$ cat config.mk
export PLATFORM = sky130hd
export DESIGN_NAME = ptp_div_stage
export DESIGN_NICKNAME = d
export VERILOG_FILES = /design/src/rtl/ptp_pkg.sv /design/src/rtl/ptp_div_stage.sv
export SDC_FILE = /design/constraint.sdc
export NUM_CORES = 1
export LEC_CHECK = 0
export BUFFER_PORTS_ARGS = -buffer_cell sky130_fd_sc_hd__buf_2
export CORE_AREA = 2 2 446 448
export DETAILED_ROUTE_END_ITERATION = 12
export DIE_AREA = 0 0 448 450
export SYNTH_ARGS = -nofsm -noshare
export SYNTH_HDL_FRONTEND = slang
export SYNTH_SLANG_ARGS = --single-unit
$ cat constraint.sdc
create_clock -name clk -period 22.7 [get_ports clk]
set_input_delay 1.135 -clock clk [delete_from_list [all_inputs] [get_ports clk]]
set_output_delay 1.135 -clock clk [all_outputs]
set_load 0.1 [all_outputs]
$ cat src/rtl/ptp_pkg.sv
// ----------------------------------------------------------------------------
// ptp_pkg
// Shared widths, types and reset values for the perspective point transform.
// ----------------------------------------------------------------------------
package ptp_pkg;

  localparam int CoordW = 32;               // Q16.16 coordinate
  localparam int RegW   = 64;               // one register, two coefficients
  localparam int RegN   = 8;
  localparam int IdxW   = $clog2(RegN);
  localparam int SumW   = 67;               // exact Q.32 dot product
  localparam int NumW   = SumW + 16;        // |sum| << 16
  localparam int RemW   = SumW + 32;        // remainder, below divisor << 32
  localparam int QuoW   = 32;               // quotient bits kept
  localparam int DivN   = QuoW;             // one quotient bit per stage

  localparam logic [RegW-1:0] RegReset [RegN] = '{
    64'h0001_0000_0000_0000, 64'h0,
    64'h0000_0000_0001_0000, 64'h0,
    64'h0,                   64'h0001_0000_0000_0000,
    64'h0,                   64'h0000_0000_0001_0000
  };

  typedef struct packed {
    logic [RemW-1:0] rem;
    logic [QuoW-1:0] quo;
  } div_lane_t;

  typedef struct packed {
    logic                     valid;
    logic                     wzero;
    logic [SumW-1:0]          dvs;     // |w|, or one when w is zero
    logic [2:0]               neg;     // result sign per coordinate
    logic [2:0]               ovf;     // quotient known to exceed 32 bits
    logic [2:0][CoordW-1:0]   zres;    // saturated result for zero w
    logic [2:0]               zclip;
    div_lane_t [2:0]          lane;
  } div_pipe_t;

endpackage

$ cat src/rtl/ptp_div_stage.sv
// ----------------------------------------------------------------------------
// ptp_div_stage
// One restoring-division step for three coordinates sharing one divisor.
// ----------------------------------------------------------------------------
module ptp_div_stage (
  input  logic              clk,
  input  logic              rst_n,
  input  logic              en,
  input  ptp_pkg::div_pipe_t pipe_i,
  output ptp_pkg::div_pipe_t pipe_o
);
  import ptp_pkg::*;

  div_pipe_t       pipe_nxt;
  div_pipe_t       pipe_r;
  logic [RemW-1:0] dsh;
  logic [RemW-1:0] diff [3];
  logic [2:0]      qbit;

  // divisor aligned to quotient bit 31; remainder doubles every step
  assign dsh = {1'b0, pipe_i.dvs, 31'b0};

  always_comb begin
    pipe_nxt = pipe_i;
    for (int k = 0; k < 3; k++) begin
      qbit[k] = (pipe_i.lane[k].rem >= dsh);
      diff[k] = pipe_i.lane[k].rem - dsh;
      pipe_nxt.lane[k].rem = (qbit[k] ? diff[k] : pipe_i.lane[k].rem) << 1;
      pipe_nxt.lane[k].quo = {pipe_i.lane[k].quo[QuoW-2:0], qbit[k]};
    end
  end

  always_ff @(posedge clk) begin
    if (!rst_n) begin
      pipe_r.valid <= 1'b0;
    end else if (en) begin
      pipe_r <= pipe_nxt;
    end
  end

  assign pipe_o = pipe_r;

endmodule

==> impl_results.md <==
- Status: finished clean
- Cts bufs inserted: 73
- Number of synthesized register bits: 564
- Die Footprint: between 200000 and 250000 sq um
- Synth top area share: 0.531
- Nets: 4820
- Final Util: 0.218
- Clk buf depth: 3
- Post-cts resize count: 0
- Initial drt markers: 2092
- Initial antenna violation count: between 100 and 150
- Final period util: 0.246
- Register share of total power: 0.338
- Max VDD drop: 0.0558 mV
- Syn_area_per_cell: 10.8 sq um
- Sequential share of the synthesized area: 0.532
- Max Slew Vio Count: 0
- Synth Flop Type: edfxtp_1
- Top post-synthesis cells by area: edfxtp_1 53%, ha_1 7.9%, a21oi_1 4.7%, o21ai_0 3.7%, nand2_1 3.6%
- Area grow syn2layout: 35.0%
- Overall Power: 3820 uW
- RSZ-0062 raised after global routing: false
- Relative slew slack: 0.299
- Cell area after layout: 43000 sq um
- Crit Path Class: input port to flop
- CP required: between 20 and 25 ns
- Setup crit start kind: input port
- Switching share of power: 0.416
- Synth Warn #: 0
- Comb power frac: 0.344
- I/O pin cnt: roughly 1100
- Filler cells: 21524
- Vias in the first global route: between 20000 and 30000
- Clk_skew: 0 ns
- Initial Util: 0.162
- Max reg flops: roughly 560
- Power Density: slightly below 90 nW/um^2
- Largest net degree at the start of global routing: about 140
- Gr ovfl total: 0
- Cells after synthesis: about 3000
- Share of cells above drive strength 1: 0.319
- Final antenna-violating net count: 0
- Finish-stage setup viols: 0
- Synth Cell Area: approximately 32000 sq um
- Clk slew on worst S/H paths: approximately 0.06 ns
- Total GRT Usage: 0.175
- Hold buffer count at CTS: 0
- Post-synth EDFFs: 563
- Std-Cell Rows: about 160
- Critical path arrival: a little over 6 ns
- Non-Filler Instances: between 6000 and 7000
- Die Wd: roughly 450 um
- CORE AREA: 197000 sq um
- Clock power share: 0.318
- Port bufs: approximately 1100
- Fin crit period: approximately 5.6 ns
- Fmax: approximately 180 MHz
- Worst Tran Pin Value: 1.05 ns
- Clock latency on the worst-skew pair: just under 0.7 ns
- Placer Congestion: 0.927
- Library cells used by synthesis: 84
- Clock sink count: roughly 560
- Routed vias: roughly 30000
- Async SR Flop Fraction: 0
- Hold crit path type: flop to flop
- Area leader, netlist: edfxtp_1
- Static Leak: 0.0174 uW
- DP Cell Count: approximately 6600
- WL final: 186000 um
- Fin. Hold Viols: 0
- H-tree depth: 3
- Vias per cell: between 4 and 5
- TritonCTS clock tree: yes
- Worst-path fanout max: between 100 and 150
- Die H: between 400 and 500 um
- Drt drc: 0
- Net Sw Power: between 1500 and 2000 uW
- HPWL after detailed placement: 160000 um
- WL per Instance: roughly 27 um
- Cell-internal power: approximately 2200 uW
- Postcts setup bufs: 0
- Max_cap viols: 0
- 1st-pass router iterations: 5
- Setup TNS: 0 ns
- First-pass GRT wire length: approximately 240000 um
- Worst setup EP type: flop
- Clk root buf: clkbuf_16
- Placed inst area: approximately 40000 sq um
## kinds of logic (layout without fill, tap and decap cells)
kind of cell / Yosys count / after routing / share of synthesized area
flops: 564 / 564 / 0.532
simple gates: 799 / 799 / 0.120
xor+xnor: 175 / 175 / 0.0482
mux: 20 / 20 / 0.00700
fa+ha+maj: 204 / 204 / 0.0809
other cells: 1 / 43 / 0.000118
buf+inv: 264 / 1417 / 0.0331
compound gates: 923 / 923 / 0.179
## worst paths after layout
kind                            slack, ns  cells after the start     endpoint         from
worst max-delay path                17.11                     14  pipe_o[256]  pipe_i[499]
worst min-delay path                 0.55                      2  pipe_o[566]  pipe_o[566]
worst max register to register      22.09                      2  pipe_o[566]  pipe_o[566]
worst min register to register       0.55                      2  pipe_o[566]  pipe_o[566]
## worst max-delay path: stages
cell and delay, ns:
buf_2 0.09, inv_1 0.32, fa_1 0.61, a211oi_1 0.32, o21ai_2 0.14, o211ai_1 0.34, o211ai_2 0.20, nor3b_1 0.24
or3_4 0.42, a41oi_4 0.49, buf_4 0.88, inv_2 0.30, o311a_1 0.22, nor3_1 0.28
## through the flow
stage | hold slack [ns] | setup slack [ns]
final | 0.546 | 17.11
after global routing | 0.567 | 16.76
after CTS | 0.525 | 17.10
after detailed placement | 0.516 | 16.39
after global placement | 0.500 | 16.42
after floorplan | 0.981 | 7.94
## layer usage
layer,global-route usage,vias up,share of wire
li1,-,13381,-
met1,0.163,14096,0.32
met2,0.347,1240,0.56
met3,0.0368,369,0.063
met4,0.0938,52,0.055
met5,0,-,0.0017
## final cells by class
type                       count  area, sq um  share of cell area
antenna                       40          100             0.00233
timing repair buffer        1148         5800               0.135
sequential                   564        16900               0.394
multi-input combinational   2124        13800               0.322
clock buffer                  88         1910              0.0446
clock inverter                46          556              0.0129
inverter                     135          507              0.0118
tap                         2640         3300              0.0769
## cells in the mapped netlist, types with 7 or more instances
| cell | number |
|---|---|
| o21bai_1 | 47 |
| nor4_1 | 29 |
| o31ai_1 | 24 |
| xnor2_1 | 100 |
| ha_1 | 201 |
| xor2_1 | 75 |
| nand2b_1 | 16 |
| buf_2 | 23 |
| or3_1 | 11 |
| nand3_1 | 36 |
| a221oi_1 | 7 |
| nor2b_1 | 17 |
| o21a_1 | 36 |
| nor2_1 | 173 |
| nand2_1 | 303 |
| a21oi_1 | 300 |
| a21boi_0 | 10 |
| and4_1 | 13 |
| clkbuf_1 | 99 |
| mux2_2 | 18 |
| o22ai_1 | 7 |
| inv_1 | 134 |
| a211oi_1 | 26 |
| a31oi_1 | 28 |
| or4_1 | 8 |
| and3_1 | 21 |
| a211o_1 | 7 |
| o21ai_0 | 235 |
| nor3_1 | 45 |
| nand4_1 | 78 |
| o211ai_1 | 20 |
| and2_1 | 17 |
| edfxtp_1 | 563 |
| or2_2 | 7 |
| a21o_1 | 110 |
## power by group through the flow
| stage | combinational [uW] | sequential, uW | clock [uW] |
|---|---|---|---|
| after floorplan | 368 | 1930 | 0 |
| after global placement | 1320 | 1310 | 0 |
| after detailed placement | 1320 | 1310 | 0 |
| after CTS | 1320 | 1290 | 1250 |
| after global routing | 1370 | 1300 | 1280 |
| final | 1310 | 1290 | 1210 |
## placed cells by master (no fill, tap or decap), types with 40 or more instances in the layout
cell	synthesis	routed
buf_2	23	1130
edfxtp_1	563	563
nand2_1	303	303
a21oi_1	300	300
o21ai_0	235	235
ha_1	201	201
nor2_1	173	173
inv_1	134	134
a21o_1	110	110
xnor2_1	100	100
nand4_1	78	78
xor2_1	75	75
clkbuf_16	0	74
o21bai_1	47	47
nor3_1	45	45
diode_2	0	40
Power figures use the tool's default switching activity.
